$ cat src/hw/rtl/ocpc_pkg.sv
// Package for the ones' complement packet checksum block.
// Holds widths, the pipeline stage type and the ones' complement helpers.
// No dependencies.
package ocpc_pkg;

  localparam int BYTE_W = 8;
  localparam int WORD_W = 16;
  localparam int SEED_W = 32;
  localparam int POS_W  = 16;

  localparam logic [BYTE_W-1:0] PAD_BYTE  = 8'h00;
  localparam logic [WORD_W-1:0] ZERO_WORD = 16'h0000;
  localparam logic [WORD_W-1:0] ONES_WORD = 16'hFFFF;

  // Registered input transaction. The seed is already half folded.
  typedef struct packed {
    logic              valid;
    logic [BYTE_W-1:0] data_byte;
    logic              last_byte;
    logic [WORD_W:0]   seed_part;
    logic [POS_W-1:0]  skip_offset;
  } stage_t;

  // Result register contents handed back to the top level.
  typedef struct packed {
    logic              valid;
    logic [WORD_W-1:0] checksum_value;
  } result_t;

  // Adds the carry of a 17-bit partial sum back into the low 16 bits.
  // For sums of two 16-bit values this never produces a further carry.
  function automatic logic [WORD_W-1:0] oc_fold(input logic [WORD_W:0] s);
    return s[WORD_W-1:0] + {{(WORD_W-1){1'b0}}, s[WORD_W]};
  endfunction

  function automatic logic [WORD_W-1:0] oc_add(input logic [WORD_W-1:0] a,
                                               input logic [WORD_W-1:0] b);
    logic [WORD_W:0] s;
    s = {1'b0, a} + {1'b0, b};
    return oc_fold(s);
  endfunction

endpackage

$ cat src/hw/rtl/ocpc_if.sv
// Valid/ready channel interfaces for the ones' complement packet checksum.
// Depends on ocpc_pkg for field widths.
interface ocpc_in_if;
  logic                         valid;
  logic                         ready;
  logic [ocpc_pkg::BYTE_W-1:0]  data_byte;
  logic                         last_byte;
  logic [ocpc_pkg::SEED_W-1:0]  seed_sum;
  logic [ocpc_pkg::POS_W-1:0]   skip_offset;

  modport source (output valid, data_byte, last_byte, seed_sum, skip_offset,
                  input ready);
  modport sink (input valid, data_byte, last_byte, seed_sum, skip_offset,
                output ready);
endinterface

interface ocpc_out_if;
  logic                         valid;
  logic                         ready;
  logic [ocpc_pkg::WORD_W-1:0]  checksum_value;

  modport source (output valid, checksum_value, input ready);
  modport sink (input valid, checksum_value, output ready);
endinterface

$ cat src/hw/rtl/ocpc_accum.sv
// Checksum accumulator: packet state, word pairing, skip match and result register.
// Depends on ocpc_pkg.
module ocpc_accum (
  input  logic                    clk,
  input  logic                    rst,
  input  logic                    advance,
  input  ocpc_pkg::stage_t        item,
  output ocpc_pkg::result_t       result
);

  logic [ocpc_pkg::WORD_W-1:0] running_sum, running_sum_next;
  logic [ocpc_pkg::POS_W-1:0]  byte_position;
  logic [ocpc_pkg::BYTE_W-1:0] held_high_byte;
  logic [ocpc_pkg::POS_W-1:0]  latched_skip;
  logic                        in_packet;
  logic                        out_valid;
  logic [ocpc_pkg::WORD_W-1:0] checksum;

  logic [ocpc_pkg::WORD_W-1:0] base_sum;
  logic [ocpc_pkg::POS_W-1:0]  skip_cur;
  logic [ocpc_pkg::POS_W-1:0]  pos_cur;
  logic [ocpc_pkg::WORD_W-1:0] word;
  logic                        skip_hit;
  logic                        add_en;

  always_comb begin
    base_sum = in_packet ? running_sum : ocpc_pkg::oc_fold(item.seed_part);
    skip_cur = in_packet ? latched_skip : item.skip_offset;
    pos_cur  = in_packet ? byte_position : '0;
    // A word always starts at an even offset, so an odd skip never matches.
    skip_hit = (pos_cur[ocpc_pkg::POS_W-1:1] == skip_cur[ocpc_pkg::POS_W-1:1]) &&
               !skip_cur[0];
    word     = pos_cur[0] ? {held_high_byte, item.data_byte}
                          : {item.data_byte, ocpc_pkg::PAD_BYTE};
    // An even-offset byte adds only when it is the padded trailing byte.
    add_en   = !skip_hit && (pos_cur[0] || item.last_byte);
    running_sum_next = add_en ? ocpc_pkg::oc_add(base_sum, word) : base_sum;
  end

  always_ff @(posedge clk) begin
    if (rst) begin
      running_sum    <= ocpc_pkg::ZERO_WORD;
      byte_position  <= '0;
      held_high_byte <= ocpc_pkg::PAD_BYTE;
      latched_skip   <= '0;
      in_packet      <= 1'b0;
      out_valid      <= 1'b0;
    end else if (advance) begin
      out_valid <= item.valid && item.last_byte;
      if (item.valid) begin
        if (item.last_byte) begin
          running_sum    <= ocpc_pkg::ZERO_WORD;
          byte_position  <= '0;
          held_high_byte <= ocpc_pkg::PAD_BYTE;
          latched_skip   <= '0;
          in_packet      <= 1'b0;
        end else begin
          running_sum   <= running_sum_next;
          byte_position <= pos_cur + 1'b1;
          latched_skip  <= skip_cur;
          in_packet     <= 1'b1;
          if (!pos_cur[0]) begin
            held_high_byte <= item.data_byte;
          end
        end
      end
    end
  end

  always_ff @(posedge clk) begin
    if (advance && item.valid && item.last_byte) begin
      checksum <= running_sum_next ^ ocpc_pkg::ONES_WORD;
    end
  end

  assign result.valid          = out_valid;
  assign result.checksum_value = checksum;

endmodule

$ cat src/hw/rtl/ones_complement_packet_checksum.sv
// Internet checksum over a byte stream: one byte per transaction, one result per packet.
// A last byte is captured in the input register, then its result in the result register.
// Throughput: one byte per cycle while the result side is not stalled; the input register and the 16-bit ones'
// complement add on the packet state set the figure.
// Synchronous active-high reset empties both stages and returns to packet start.
// Depends on ocpc_pkg, ocpc_if and ocpc_accum.
module ones_complement_packet_checksum (
  input  logic        clk,
  input  logic        rst,
  ocpc_in_if.sink     pkt,
  ocpc_out_if.source  csum
);

  ocpc_pkg::stage_t  in_stage;
  ocpc_pkg::result_t result;
  logic              advance;
  logic              in_fire;

  assign advance   = !result.valid || csum.ready;
  assign pkt.ready = !in_stage.valid || advance;
  assign in_fire   = pkt.valid && pkt.ready;

  always_ff @(posedge clk) begin
    if (rst) begin
      in_stage.valid <= 1'b0;
    end else if (pkt.ready) begin
      in_stage.valid <= pkt.valid;
    end
    // First half of the seed fold happens on the way into the input register.
    if (in_fire) begin
      in_stage.data_byte   <= pkt.data_byte;
      in_stage.last_byte   <= pkt.last_byte;
      in_stage.seed_part   <= {1'b0, pkt.seed_sum[ocpc_pkg::WORD_W-1:0]} +
                              {1'b0, pkt.seed_sum[ocpc_pkg::SEED_W-1:ocpc_pkg::WORD_W]};
      in_stage.skip_offset <= pkt.skip_offset;
    end
  end

  ocpc_accum u_accum (
    .clk     (clk),
    .rst     (rst),
    .advance (advance),
    .item    (in_stage),
    .result  (result)
  );

  assign csum.valid          = result.valid;
  assign csum.checksum_value = result.checksum_value;

endmodule

$ cat src/flat_wrapper.sv
// flat-port wrapper written by rule: the top's interface ports become plain ports
module ones_complement_packet_checksum_flat 
  (clk, rst, pkt_valid, pkt_data_byte, pkt_last_byte, pkt_seed_sum, pkt_skip_offset, pkt_ready, csum_valid, csum_checksum_value, csum_ready);
  ocpc_in_if pkt_i ();
  ocpc_out_if csum_i ();
  input  logic clk;
  input  logic rst;
  input wire logic [$bits(pkt_i.valid)-1:0] pkt_valid;
  input wire logic [$bits(pkt_i.data_byte)-1:0] pkt_data_byte;
  input wire logic [$bits(pkt_i.last_byte)-1:0] pkt_last_byte;
  input wire logic [$bits(pkt_i.seed_sum)-1:0] pkt_seed_sum;
  input wire logic [$bits(pkt_i.skip_offset)-1:0] pkt_skip_offset;
  output wire logic [$bits(pkt_i.ready)-1:0] pkt_ready;
  output wire logic [$bits(csum_i.valid)-1:0] csum_valid;
  output wire logic [$bits(csum_i.checksum_value)-1:0] csum_checksum_value;
  input wire logic [$bits(csum_i.ready)-1:0] csum_ready;
  assign pkt_i.valid = pkt_valid;
  assign pkt_i.data_byte = pkt_data_byte;
  assign pkt_i.last_byte = pkt_last_byte;
  assign pkt_i.seed_sum = pkt_seed_sum;
  assign pkt_i.skip_offset = pkt_skip_offset;
  assign pkt_ready = pkt_i.ready;
  assign csum_valid = csum_i.valid;
  assign csum_checksum_value = csum_i.checksum_value;
  assign csum_i.ready = csum_ready;
  ones_complement_packet_checksum u_core (.clk(clk), .rst(rst), .pkt(pkt_i), .csum(csum_i));
endmodule
$ cat config.mk
export PLATFORM = sky130hd
export DESIGN_NAME = ones_complement_packet_checksum_flat
export DESIGN_NICKNAME = d
export VERILOG_FILES = /design/src/hw/rtl/ocpc_pkg.sv /design/src/hw/rtl/ocpc_if.sv /design/src/hw/rtl/ocpc_accum.sv /design/src/hw/rtl/ones_complement_packet_checksum.sv /design/src/flat_wrapper.sv
export SDC_FILE = /design/constraint.sdc
export NUM_CORES = 1
export LEC_CHECK = 0
export ABC_AREA = 1
export BUFFER_PORTS_ARGS = -buffer_cell sky130_fd_sc_hd__buf_2
export CAP_MARGIN = 0
export CORE_MARGIN = 5
export CORE_UTILIZATION = 60
export DETAILED_ROUTE_END_ITERATION = 8
export PLACE_DENSITY = 0.81
export SETUP_SLACK_MARGIN = 0.15
export SYNTH_ARGS = -nofsm -noshare
export SYNTH_HDL_FRONTEND = slang
export SYNTH_SLANG_ARGS = --single-unit
$ cat constraint.sdc
create_clock -name clk -period 4.49 [get_ports clk]
set_input_delay 0.2245 -clock clk [delete_from_list [all_inputs] [get_ports clk]]
set_output_delay 0.2245 -clock clk [all_outputs]
set_load 0.05 [all_outputs]
==> results of run 1 <==
-- sequential cells by signal, indices dropped and copies added, names as in the netlist --
signal	flops
u_core.u_accum.byte_position	16
u_core.u_accum.checksum	16
u_core.u_accum.running_sum	16
u_core.u_accum.latched_skip	16
u_core.u_accum.in_packet	1
u_core.in_stage	43
u_core.u_accum.out_valid	1
u_core.u_accum.held_high_byte	8
-- kinds of logic after synthesis --
| group | synth area share, % |
|---|---|
| AO/OA/AOI/OAI | 13.1 |
| XOR/XNOR | 2.63 |
| adder cells (fa/ha/maj) | 6.56 |
| buffers and inverters | 8.68 |
| flip-flops | 38.1 |
| AND/OR/NAND/NOR | 30.9 |
-- final cells by class --
class	instances	area (sq um)
Tap cell	172	215
Inverter	125	474
Multi-Input combinational cell	742	4400
Sequential cell	117	2920
Clock inverter	7	72.6
Fill cell	868	3130
Timing Repair Buffer	132	856
Clock buffer	25	495
-- final timing paths --
check | slack, ns | cells after the start | to | start
min reg2reg | 0.47 | 2 | u_core.u_accum.running_sum[1]$_SDFFE_PP0P_ | u_core.u_accum.running_sum[1]$_SDFFE_PP0P_
max | 0.19 | 29 | u_core.u_accum.running_sum[9]$_SDFFE_PP0P_ | u_core.in_stage[32]$_DFFE_PP_
max reg2reg | 0.19 | 29 | u_core.u_accum.running_sum[9]$_SDFFE_PP0P_ | u_core.in_stage[32]$_DFFE_PP_
min | 0.01 | 1 | u_core.in_stage[36]$_DFFE_PP_ | pkt_data_byte[2]
-- where the power goes --
group,switching (W),leakage (nW),internal (W)
clock network,0.000481,0.273,0.000818
registers,0.0000407,1.04,0.00120
logic,0.000551,2.93,0.000320
-- cells in the final DEF (no fill, tap or decap), types with 5 or more instances in the layout --
| cell | netlist | layout |
|---|---|---|
| sky130_fd_sc_hd__a22oi_1 | 17 | 17 |
| sky130_fd_sc_hd__edfxtp_1 | 58 | 58 |
| sky130_fd_sc_hd__nand2_1 | 258 | 247 |
| sky130_fd_sc_hd__nand2_2 | 18 | 25 |
| sky130_fd_sc_hd__o21ai_2 | 2 | 9 |
| sky130_fd_sc_hd__o22ai_1 | 6 | 6 |
| sky130_fd_sc_hd__nor2_2 | 7 | 10 |
| sky130_fd_sc_hd__nand2_4 | 4 | 8 |
| sky130_fd_sc_hd__inv_2 | 5 | 13 |
| sky130_fd_sc_hd__a21oi_1 | 75 | 71 |
| sky130_fd_sc_hd__or2_1 | 6 | 6 |
| sky130_fd_sc_hd__nor2_4 | 4 | 11 |
| sky130_fd_sc_hd__a21oi_2 | 2 | 6 |
| sky130_fd_sc_hd__o21ai_1 | 13 | 10 |
| sky130_fd_sc_hd__ha_4 | 0 | 9 |
| sky130_fd_sc_hd__o21ai_0 | 34 | 29 |
| sky130_fd_sc_hd__clkbuf_16 | 0 | 17 |
| sky130_fd_sc_hd__nor3_1 | 10 | 8 |
| sky130_fd_sc_hd__buf_2 | 3 | 78 |
| sky130_fd_sc_hd__inv_1 | 118 | 110 |
| sky130_fd_sc_hd__nand3_2 | 13 | 18 |
| sky130_fd_sc_hd__nor2_1 | 92 | 82 |
| sky130_fd_sc_hd__dfxtp_1 | 59 | 58 |
| sky130_fd_sc_hd__ha_1 | 37 | 27 |
| sky130_fd_sc_hd__xnor2_1 | 7 | 7 |
| sky130_fd_sc_hd__or2_2 | 5 | 5 |
| sky130_fd_sc_hd__nand3_1 | 56 | 51 |
| sky130_fd_sc_hd__dlygate4sd3_1 | 0 | 24 |
| sky130_fd_sc_hd__nand4_1 | 17 | 17 |
| sky130_fd_sc_hd__buf_4 | 4 | 30 |
| sky130_fd_sc_hd__xor2_1 | 16 | 15 |
-- routing by layer --
metal / part of all wire, % / track usage [%]
met5: 0 / 0
met4: 3.8 / 12.0
met3: 9.1 / 5.99
met2: 45 / 42.7
met1: 42 / 36.3
-- what timing repair did --
action,4_1_cts,5_1_grt
gates cloned,0,0
setup buffers,3,12
pin swaps,11,40
endpoints found under the setup margin,17,25
hold buffers,24,0
gates resized for setup,13,65
endpoints found under the hold margin,24,0
-- metrics by stage --
step	TNS, ns	hold slack (ns)
2_1_floorplan	0	0.323
3_3_place_gp	0	0.401
3_5_place_dp	-0.00816	0.403
4_1_cts	0	0.000975
5_1_grt	-0.0749	0.00774
6_report	0	0.0128
==> impl_summary.md, run 1 <==
Timing
For the pin with the worst max-slew slack, the measured transition is 0.968 ns. The clock arrives with 0.00796 ns of skew. The top achievable clock speed is 233 MHz. The share of the cycle needed by the critical path after routing is 95.7%. The max-slew violation total from the final report is 0. The number of hold-slack violations in the final timing report is 0.

In this run the tightest slew margin relative to its limit is 35.2%. Setup violations remaining at the end of the flow were counted as 0. The worst path in the final design needs a cycle of 4.30 ns, including I/O delays and setup.

Setup slack closes at 0.195 ns. Setup repair after global routing could not meet its margin everywhere.

Yosys
The number of standard cells after synthesis is 1,016. The most common cell in the synthesized netlist is sky130_fd_sc_hd__nand2_1. The share of async-settable or async-resettable flops after synthesis is 0%. The synthesized area divided by synthesized cell count is 7.55 sq um. After synthesis the cells add up to 0.00767 sq mm. The largest total area in the synthesized netlist belongs to sky130_fd_sc_hd__edfxtp_1.

The count of flip-flops with a built-in enable after synthesis is 58. The most used flip-flop cell after synthesis is sky130_fd_sc_hd__dfxtp_1. After synthesis, the most frequently instantiated cells are 258 x sky130_fd_sc_hd__nand2_1, 118 x sky130_fd_sc_hd__inv_1, 92 x sky130_fd_sc_hd__nor2_1. The number of nets produced by synthesis is 1,116. For this run, the number of Yosys warnings is 0.

The portion of the post-synthesis area used by sequential elements is 38.1%. The register bit total from synthesis is 117. After synthesis, the netlist uses 54 different library cells. After synthesis, the cell types taking the most area are sky130_fd_sc_hd__edfxtp_1 23%, sky130_fd_sc_hd__dfxtp_1 15%, sky130_fd_sc_hd__nand2_1 13%. The fraction of synthesized cell area taken by the top area cell type is 22.7%.

Cells and area
The number of standard cells in the layout, taps in and fillers out is 1,320. The post-route netlist has 23.3% of its cells at a drive strength greater than 1. Compared with the post-synthesis result, the final layout area differs by 23.1%. The post-route core utilization is 75.1%. The cell area after layout is 0.00944 sq mm. The number of antenna diodes is 0.

After the last flow step, the layout net total stands at 1,235.

Global route
The total routing resource utilization after global routing is 27.2%. The residual overflow from global routing is 0. The number of global-route vias before repair is 6,888. The number of antenna violations at the first check in global routing was 0. The maximum number of pins on one net before global-route repair is 60.

The global-route wire length before repair is 32,400 um.

Clock tree
The clock tree root driver cell is sky130_fd_sc_hd__clkbuf_16. TritonCTS built the clock tree. TritonCTS created 17 clock buffers. The clock-pin slew on the worst setup and hold paths is 0.05 ns. The H-tree level count is 4. The CTS sink count is 117. Clock latency on the worst-skew pair, taken at its later pin, is 0.42 ns. The maximum clock insertion buffer count is 2.

Placement
Once placement completed, the tool counted placed cells totaling 1,249. Detailed placement finished with a half-perimeter wire length of 13,600 um. The final weighted congestion in routability-driven placement is 0.975. The placed instances occupy a cell area of 0.00821 sq mm. The port buffer count is 78. The worst setup timing slack at the placement stage is -0.00816 ns.

Floorplanning
The die footprint is 0.0151 sq mm. The number of standard-cell rows in the floorplan is 41. 79 I/O pins were placed. The vertical die dimension is 123 um. The area of the placeable core is 0.0126 sq mm. Once the floorplan was initialized, standard cells occupied 61.0% of the core.

The width of the die is 123 um.

Setup path
The slowest stage of the critical path belongs to the cell sky130_fd_sc_hd__edfxtp_1. The worst setup path is launched from a flip-flop. The signal arrival time at the worst endpoint is 4.64 ns. The worst setup path is of the reg -> reg kind. On the worst path, the slowest cell contributes a delay of 0.42 ns. The category of cells accounting for the largest share of critical-path delay is simple AND/OR/NAND/NOR gates. Data on the critical path is required at its endpoint by 4.84 ns. Of all nets on the critical path, the largest fanout is 4. The cell repeated most along the worst path is sky130_fd_sc_hd__nand2_2. The critical path buffer and inverter count is 4. The critical path capture point type is a flip-flop.

Drt
The via count is 7,471. In the routed design, unresolved DRC markers number 0. The per-cell routed wire length is 15.8 um. The count of nets left with antenna violations once routing finished came out at 0. The first-pass detailed-route iteration total is 6. The average vias per placed instance is 5.66.

After detailed routing, the total wire length is 20,900 um. The initial DRC count is 989.

Min path
The worst hold-check path type is in -> reg.

Pwr
The power after layout is 0.00341 W. IR analysis of the VDD net gives a maximum drop of 0.262 mV. The leakage power of the design is 4.24 nW. In this run the power density over the cells is 361 mW/mm^2.

Run status
The flow ran to the end, and the final reports show no timing, DRC or antenna violations.

Job
The number of max-capacitance violations reported is 0.
Power figures use the tool's default switching activity.
==> run 2, diff against run 1 <==
--- a/config.mk
+++ b/config.mk
@@ -7,11 +7,10 @@
 export LEC_CHECK = 0
 export ABC_AREA = 1
 export BUFFER_PORTS_ARGS = -buffer_cell sky130_fd_sc_hd__buf_2
-export CAP_MARGIN = 0
 export CORE_MARGIN = 5
-export CORE_UTILIZATION = 60
+export CORE_UTILIZATION = 65
 export DETAILED_ROUTE_END_ITERATION = 8
-export PLACE_DENSITY = 0.81
+export PLACE_DENSITY = 0.87
 export SETUP_SLACK_MARGIN = 0.15
 export SYNTH_ARGS = -nofsm -noshare
 export SYNTH_HDL_FRONTEND = slang
==> constraint.sdc (replaced) <==
create_clock -name clk -period 5.6 [get_ports clk]
set_input_delay 0.28 -clock clk [delete_from_list [all_inputs] [get_ports clk]]
set_output_delay 0.28 -clock clk [all_outputs]
set_load 0.05 [all_outputs]
==> impl_summary.md, run 2 (synthesized netlist as in run 1, its figures left out) <==
Run status
The run finished with clean final reports.

Drt
The average vias per placed instance is 5.80 (+2.4%). The remaining design rule violation count is 0 (unchanged). The initial DRC count was 800 (-19%). The final wirelength is 19,900 um (-4.8%). The via count is 7,207 (-3.5%). The per-cell routed wire length came to 16.0 um (+1.1%). The antenna violation net count after detailed routing is 0 (unchanged). The first-pass detailed-route iteration total is 8 (+2).

Timing
The share of the cycle needed by the critical path after routing is 82.2% (-13 points). Setup repair after global routing left no endpoint under its margin. The slew at the pin with the worst max-slew slack came to 0.766 ns (-0.202 ns).

The top achievable clock speed is 217 MHz (-6.7%). The clock skew is 0.00652 ns (-0.00144 ns). The final period demand of the worst path came to 4.60 ns (+0.307 ns). The setup violation total in the final timing report is 0 (unchanged). The final-layout setup total negative slack is 0 ns (unchanged). The worst-case headroom to the max-slew limit is 48.9% (+14 points). The worst-case setup margin in the final layout is 0.998 ns (+0.803 ns). The max-slew violation total from the final report is 0 (unchanged).

The number of hold-slack violations in the final timing report is 0 (unchanged).

Placement
The worst setup timing slack at the placement stage is 1.10 ns (+1.11 ns). The port buffer count is 78 (unchanged). The HPWL after detailed placement came to 13,800 um (+1.4%). The placed cell count is 1,211 (-3.0%).

The final weighted congestion in routability-driven placement is 0.961 (-1.4%).

Cells and area
The top cell types in the final layout, fill and taps aside, are 258 x sky130_fd_sc_hd__nand2_1, 117 x sky130_fd_sc_hd__inv_1, 91 x sky130_fd_sc_hd__nor2_1, 78 x sky130_fd_sc_hd__buf_2, 75 x sky130_fd_sc_hd__a21oi_1. The number of flip-flops under the largest register name is 43 (unchanged). The number of standard cells in the layout, taps in and fillers out is 1,243 (-5.8%). Ranked by flip-flop count, first place goes to u_core.in_stage. Leaving out fill and tap cells, the most frequent cell in the layout is sky130_fd_sc_hd__nand2_1. The fraction of layout cells with a size suffix above 1 is 17.0% (-6.3 points).

The final net count is 1,187 (-3.9%). The number of antenna diodes is 0 (unchanged). The post-route core utilization came to 75.9% (+0.79 points).

From synthesis to final layout, the design area changed by 13.5%.

Floorplanning
The area of the placeable core came to 0.0115 sq mm (-8.8%). The vertical die dimension is 119 um (-3.6%). The die footprint is 0.0141 sq mm (-7.1%). The initial cell density of the core is 66.9% (+5.9 points). The top-level port count was 79 (unchanged). The width of the die was 119 um (-3.6%). The number of standard-cell rows in the floorplan is 39 (-4.9%).

Job
The number of max-capacitance violations reported is 0 (unchanged).

Clock tree
The clock tree root driver cell is sky130_fd_sc_hd__clkbuf_16. The CTS sink count is 117 (unchanged). The total of cells resized after clock tree synthesis came to 0 (-13).

The latest clock arrival within the worst-skew pair is 0.42 ns (about the same). The maximum clock insertion buffer count is 2 (unchanged). The count of hold buffers inserted by post-cts repair was 0 (-100%). The H-tree level count is 4 (unchanged). The number of buffers inserted during clock tree synthesis was 17 (unchanged). The post-CTS setup repair buffer count came to 0 (-3). The clock tree from TritonCTS is yes. The clock-pin slew on the worst setup and hold paths is 0.06 ns (about the same).

Setup path
The worst setup path is of the reg -> reg kind. The worst register-to-register path ends at u_core.u_accum.checksum[12]$_DFFE_PP_. The depth of the worst register-to-register path came to 35 (+21%). The required time at the endpoint of the critical path came to 5.77 ns (+0.93 ns). The critical path's largest stage delay came to 0.37 ns (-0.05 ns). The maximum fanout along the worst path was 6 (+2). In this run the worst setup path begins at u_core.in_stage[16]$_DFFE_PP_. In this run the worst setup path terminates at u_core.u_accum.checksum[12]$_DFFE_PP_. The element type at the critical path start is a flip-flop.

The worst-case register-to-register setup slack is 1.0 ns (+0.80 ns). The signal arrival time at the worst endpoint was 4.78 ns (+0.14 ns). By instance count, the cell type seen most on the critical path is sky130_fd_sc_hd__nand2_1.

The critical path capture point type is a flip-flop. The reg-to-reg critical path startpoint is u_core.in_stage[16]$_DFFE_PP_. The slowest library cell on the worst path is sky130_fd_sc_hd__ha_1.

Global route
The global-route track usage on met2 came to 44.6% (+1.9 points). The global-route track usage on met3 is 6.06% (+0.072 points). The global-route wire length before repair is 33,000 um (+1.7%). The number of global-route vias before repair is 6,835 (-0.77%). The total routing resource utilization after global routing is 28.7% (+1.5 points). The residual overflow from global routing is 0 (unchanged). The maximum number of pins on one net before global-route repair is 60 (unchanged). The met1 routing resource usage after global routing was 39.7% (+3.4 points). The layer carrying the most global-route usage is met2.

The number of antenna violations at the first check in global routing is 0 (unchanged).

Min path
The worst hold path belongs to the class in -> reg. The cell count of the worst hold path is 1 (unchanged).

Pwr
The power per cell area was 308 mW/mm^2 (-15%). The maximum vdd ir drop is 0.408 mV (+55%). The leakage power of the design is 3.96 nW (-6.6%).
run 2: changes by cell type in the layout (fill, tap and decap cells not counted), moves of 7 or more:
cell / change
sky130_fd_sc_hd__ha_4: -9
sky130_fd_sc_hd__inv_2: -8
sky130_fd_sc_hd__ha_1: +10
sky130_fd_sc_hd__inv_1: +7
sky130_fd_sc_hd__o21ai_2: -7
sky130_fd_sc_hd__nand2_2: -7
sky130_fd_sc_hd__nor2_1: +9
sky130_fd_sc_hd__dlygate4sd3_1: -24
sky130_fd_sc_hd__buf_4: -24
sky130_fd_sc_hd__nor2_4: -7
sky130_fd_sc_hd__nand2_1: +11
run 2: how the worst min path moves through the flow:
stage / startpoint / end / slack [ns]
after floorplan: pkt_skip_offset[0] / u_core.in_stage[0]$_DFFE_PP_ / 0.38
after global placement: u_core.u_accum.running_sum[10]$_SDFFE_PP0P_ / u_core.u_accum.running_sum[10]$_SDFFE_PP0P_ / 0.45
after detailed placement: u_core.u_accum.running_sum[1]$_SDFFE_PP0P_ / u_core.u_accum.running_sum[1]$_SDFFE_PP0P_ / 0.46
after CTS: pkt_skip_offset[15] / u_core.in_stage[15]$_DFFE_PP_ / 0.01
after global routing: pkt_skip_offset[15] / u_core.in_stage[15]$_DFFE_PP_ / 0.02
final: pkt_skip_offset[12] / u_core.in_stage[12]$_DFFE_PP_ / 0.03
run 2: layer usage:
metal / wire, um / share of wire [%] / up-vias
met1: 8740 / 44 / 3292
met3: 1850 / 9.3 / 36
met5: 0 / 0 / -
li1: - / - / 3508
met4: 381 / 1.9 / 0
met2: 8940 / 45 / 371
run 2: critical path: cells and delay by family, from the launching register on:
family                   cells  cell delay [ns]
adder cells (fa/ha/maj)      3             0.74
AO/OA/AOI/OAI                2             0.22
flip-flops                   1             0.32
AND/OR/NAND/NOR             23             2.60
buffers and inverters        7             0.46
run 2: report_power, final:
group | total, W | leakage, nW | internal, W | switching, W
Sequential | 0.000997 | 1.04 | 0.000961 | 0.0000359
Combinational | 0.000583 | 2.65 | 0.000195 | 0.000388
Clock | 0.00110 | 0.275 | 0.000694 | 0.000402
run 2: metrics by stage:
stage          instance area (sq um)  hold slack [ns]  power (W)
4_1_cts                         8700           0.0134    0.00267
5_1_grt                         8700           0.0170    0.00280
2_1_floorplan                   7670            0.379    0.00143
3_5_place_dp                    8100            0.458    0.00158
3_3_place_gp                    8100            0.455    0.00157
6_report                        8700           0.0308    0.00268
run 2: final cells by class:
class | instances | area (sq um)
clock inverter | 10 | 120
clock buffer | 22 | 475
fill | 880 | 2770
inverter | 125 | 474
tap | 143 | 179
multi-input combinational | 742 | 4090
sequential | 117 | 2920
timing repair buffer | 84 | 435
==> run 3, diff against run 2 <==
--- a/config.mk
+++ b/config.mk
@@ -8,9 +8,9 @@
 export ABC_AREA = 1
 export BUFFER_PORTS_ARGS = -buffer_cell sky130_fd_sc_hd__buf_2
 export CORE_MARGIN = 5
-export CORE_UTILIZATION = 65
+export CORE_UTILIZATION = 54
 export DETAILED_ROUTE_END_ITERATION = 8
-export PLACE_DENSITY = 0.87
+export PLACE_DENSITY = 0.77
 export SETUP_SLACK_MARGIN = 0.15
 export SYNTH_ARGS = -nofsm -noshare
 export SYNTH_HDL_FRONTEND = slang
==> constraint.sdc (replaced) <==
create_clock -name clk -period 3.92 [get_ports clk]
set_input_delay 0.196 -clock clk [delete_from_list [all_inputs] [get_ports clk]]
set_output_delay 0.196 -clock clk [all_outputs]
set_load 0.05 [all_outputs]
==> impl_summary.md, run 3 (synthesized netlist as in run 1, its figures left out) <==
Pwr
The power per cell area is 408 mW/mm^2 (+33%). The maximum vdd ir drop is 0.319 mV (-22%). The leakage power of the design is 4.59 nW (+16%).

Global route
The global-route wire length before repair came to 34,300 um (+4.1%). The number of antenna violations at the first check in global routing is 0 (unchanged). The residual overflow from global routing is 0 (unchanged).

The maximum number of pins on one net before global-route repair is 60 (unchanged). The total routing resource utilization after global routing was 25.8% (-2.9 points). The number of global-route vias before repair is 7,204 (+5.4%).

Floorplanning
The top-level port count was 79 (unchanged). The die footprint came to 0.0167 sq mm (+19%). The number of standard-cell rows in the floorplan is 43 (+10%). The width of the die is 129 um (+8.9%).

The vertical die dimension is 129 um (+8.9%). The area of the placeable core is 0.0139 sq mm (+21%). The initial cell density of the core is 55.2% (-12 points).

Clock tree
The maximum clock insertion buffer count is 2 (unchanged). The CTS sink count came to 117 (unchanged). The number of buffers inserted during clock tree synthesis was 17 (unchanged). The latest clock arrival within the worst-skew pair is 0.43 ns (about the same).

TritonCTS built the clock tree. The H-tree level count was 4 (unchanged). The clock-pin slew on the worst setup and hold paths is 0.05 ns (about the same).

The clock tree root driver cell is sky130_fd_sc_hd__clkbuf_16.

Cells and area
The post-route core utilization is 72.6% (-3.3 points). The number of flip-flops under the largest register name was 43 (unchanged). The final net count came to 1,303 (+9.8%).

The fraction of layout cells with a size suffix above 1 came to 28.5% (+11 points). The register with the highest flop count is u_core.in_stage. From synthesis to final layout, the design area changed by 31.4%. The leading cell type in the layout, fill and taps excluded is sky130_fd_sc_hd__nand2_1. The top cell types in the final layout, fill and taps aside, are 243 x sky130_fd_sc_hd__nand2_1, 108 x sky130_fd_sc_hd__inv_1, 92 x sky130_fd_sc_hd__buf_4, 82 x sky130_fd_sc_hd__nor2_1, 78 x sky130_fd_sc_hd__buf_2.

The number of antenna diodes is 0 (unchanged).

Setup path
The setup path with the least slack is of type reg -> reg. The critical path's largest stage delay came to 0.42 ns (+0.05 ns). The maximum fanout along the worst path was 3 (-3).

The signal arrival time at the worst endpoint is 4.63 ns (-0.15 ns). STA classifies the critical path endpoint as a flip-flop. STA classifies the critical path startpoint as a flip-flop.

Among all stages on the critical path, the largest delay is contributed by sky130_fd_sc_hd__edfxtp_1. The most numerous cell type found on the critical path is sky130_fd_sc_hd__nand2_2. The required time at the endpoint of the critical path was 4.28 ns (-1.49 ns).

Drt
The per-cell routed wire length came to 15.9 um (-0.70%). The final wirelength came to 22,200 um (+12%). The first-pass detailed-route iteration total was 6 (-2).

The antenna violation net count after detailed routing was 0 (unchanged). The average vias per placed instance came to 5.58 (-3.8%). The initial DRC count was 881 (+10%). The via count is 7,790 (+8.1%).

The remaining design rule violation count is 0 (unchanged).

Timing
The max-slew violation total from the final report is 0 (unchanged). Setup repair after global routing could not meet its margin everywhere. The top achievable clock speed is 234 MHz (+7.6%). The worst-case headroom to the max-slew limit is 33.4% (-15 points).

The final period demand of the worst path is 4.28 ns (-0.325 ns). The share of the cycle needed by the critical path after routing is 109% (+27 points). The clock skew is 0.0141 ns (+0.00758 ns). The worst-case setup margin in the final layout is -0.357 ns (-1.36 ns). The slew at the pin with the worst max-slew slack is 0.995 ns (+0.229 ns). The number of hold-slack violations in the final timing report was 0 (unchanged). The setup violation total in the final timing report is 26 (+26).

Placement
The final weighted congestion in routability-driven placement is 0.963 (+0.15%). The HPWL after detailed placement is 14,300 um (+3.6%). The port buffer count is 78 (unchanged). The worst setup timing slack at the placement stage is -0.319 ns (-1.42 ns).

Job
The number of max-capacitance violations reported is 0 (unchanged).

Run status
The flow ran to the end, but the final reports show violations. The final reports fail on negative setup slack.

Min path
The worst hold-check path type is in -> reg.
run 3: cell count changes in the layout (fill, tap and decap cells not counted), moves of 9 or more:
cell                            before  now
sky130_fd_sc_hd__nand2_2            18   29
sky130_fd_sc_hd__nor2_1             91   82
sky130_fd_sc_hd__nand2_1           258  243
sky130_fd_sc_hd__buf_4               6   92
sky130_fd_sc_hd__dlygate4sd3_1       0   25
sky130_fd_sc_hd__ha_4                0   10
sky130_fd_sc_hd__inv_1             117  108
sky130_fd_sc_hd__ha_1               37   26
run 3: per-layer routing:
metal  up-vias  GRT usage (%)  part of all wire (%)
met5         -              0                     0
li1       3751              -                     -
met3        95           5.69                   8.8
met2       396           41.7                    46
met4         0           11.7                   4.1
met1      3548           33.3                    41
run 3: what timing repair did:
| action | CTS | global route |
|---|---|---|
| hold buffers | 25 | 0 |
| pin swaps | 33 | 31 |
| resized for setup | 40 | 41 |
| endpoints found under the hold margin | 25 | 0 |
| setup buffers | 24 | 11 |
| setup endpoints to repair | 27 | 30 |
run 3: power breakdown:
part | switching [W] | total, W | internal [W]
clock network | 0.000566 | 0.00156 | 0.000993
registers | 0.0000434 | 0.00142 | 0.00137
logic | 0.000677 | 0.00113 | 0.000454
run 3: path summary, 6_finish.rpt:
kind                                                                  from                                         end  slack (ns)  cells past startpoint
worst max-delay path                         u_core.in_stage[32]$_DFFE_PP_  u_core.u_accum.running_sum[8]$_SDFFE_PP0P_       -0.36                     33
worst min-delay path                                             pkt_valid            u_core.in_stage[42]$_SDFFE_PP0N_        0.07                      3
worst max register to register               u_core.in_stage[32]$_DFFE_PP_  u_core.u_accum.running_sum[8]$_SDFFE_PP0P_       -0.36                     33
worst min register to register  u_core.u_accum.running_sum[3]$_SDFFE_PP0P_  u_core.u_accum.running_sum[3]$_SDFFE_PP0P_        0.47                      2
run 3: critical path, delay by kind of cell (launching register included):
kind | cells | cell delay [ns]
AO/OA/AOI/OAI | 4 | 0.50
flip-flops | 1 | 0.42
AND/OR/NAND/NOR | 20 | 2.04
adder cells (fa/ha/maj) | 3 | 0.68
buffers and inverters | 6 | 0.57
run 3: final cells by class:
class,count,area (sq um)
clock buffers,18,429
flip-flops and latches,117,2920
repair buffers,200,1390
fillers,998,3810
multi-input cells,742,4470
clock inverters,14,159
well taps,180,225
inverters,125,477
run 3: per-stage QoR:
stage	power, W	TNS (ns)	instances	hold slack (ns)	cell area, sq um
after global placement	0.00235	-1.76	1304	0.372	8650
after global routing	0.00429	-12.74	1396	0.0680	10100
final	0.00411	-6.92	1396	0.0650	10100
after floorplan	0.00207	0	1016	0.295	7740
after CTS	0.00400	-0.520	1385	0.0464	9810
after detailed placement	0.00236	-4.47	1304	0.374	8650
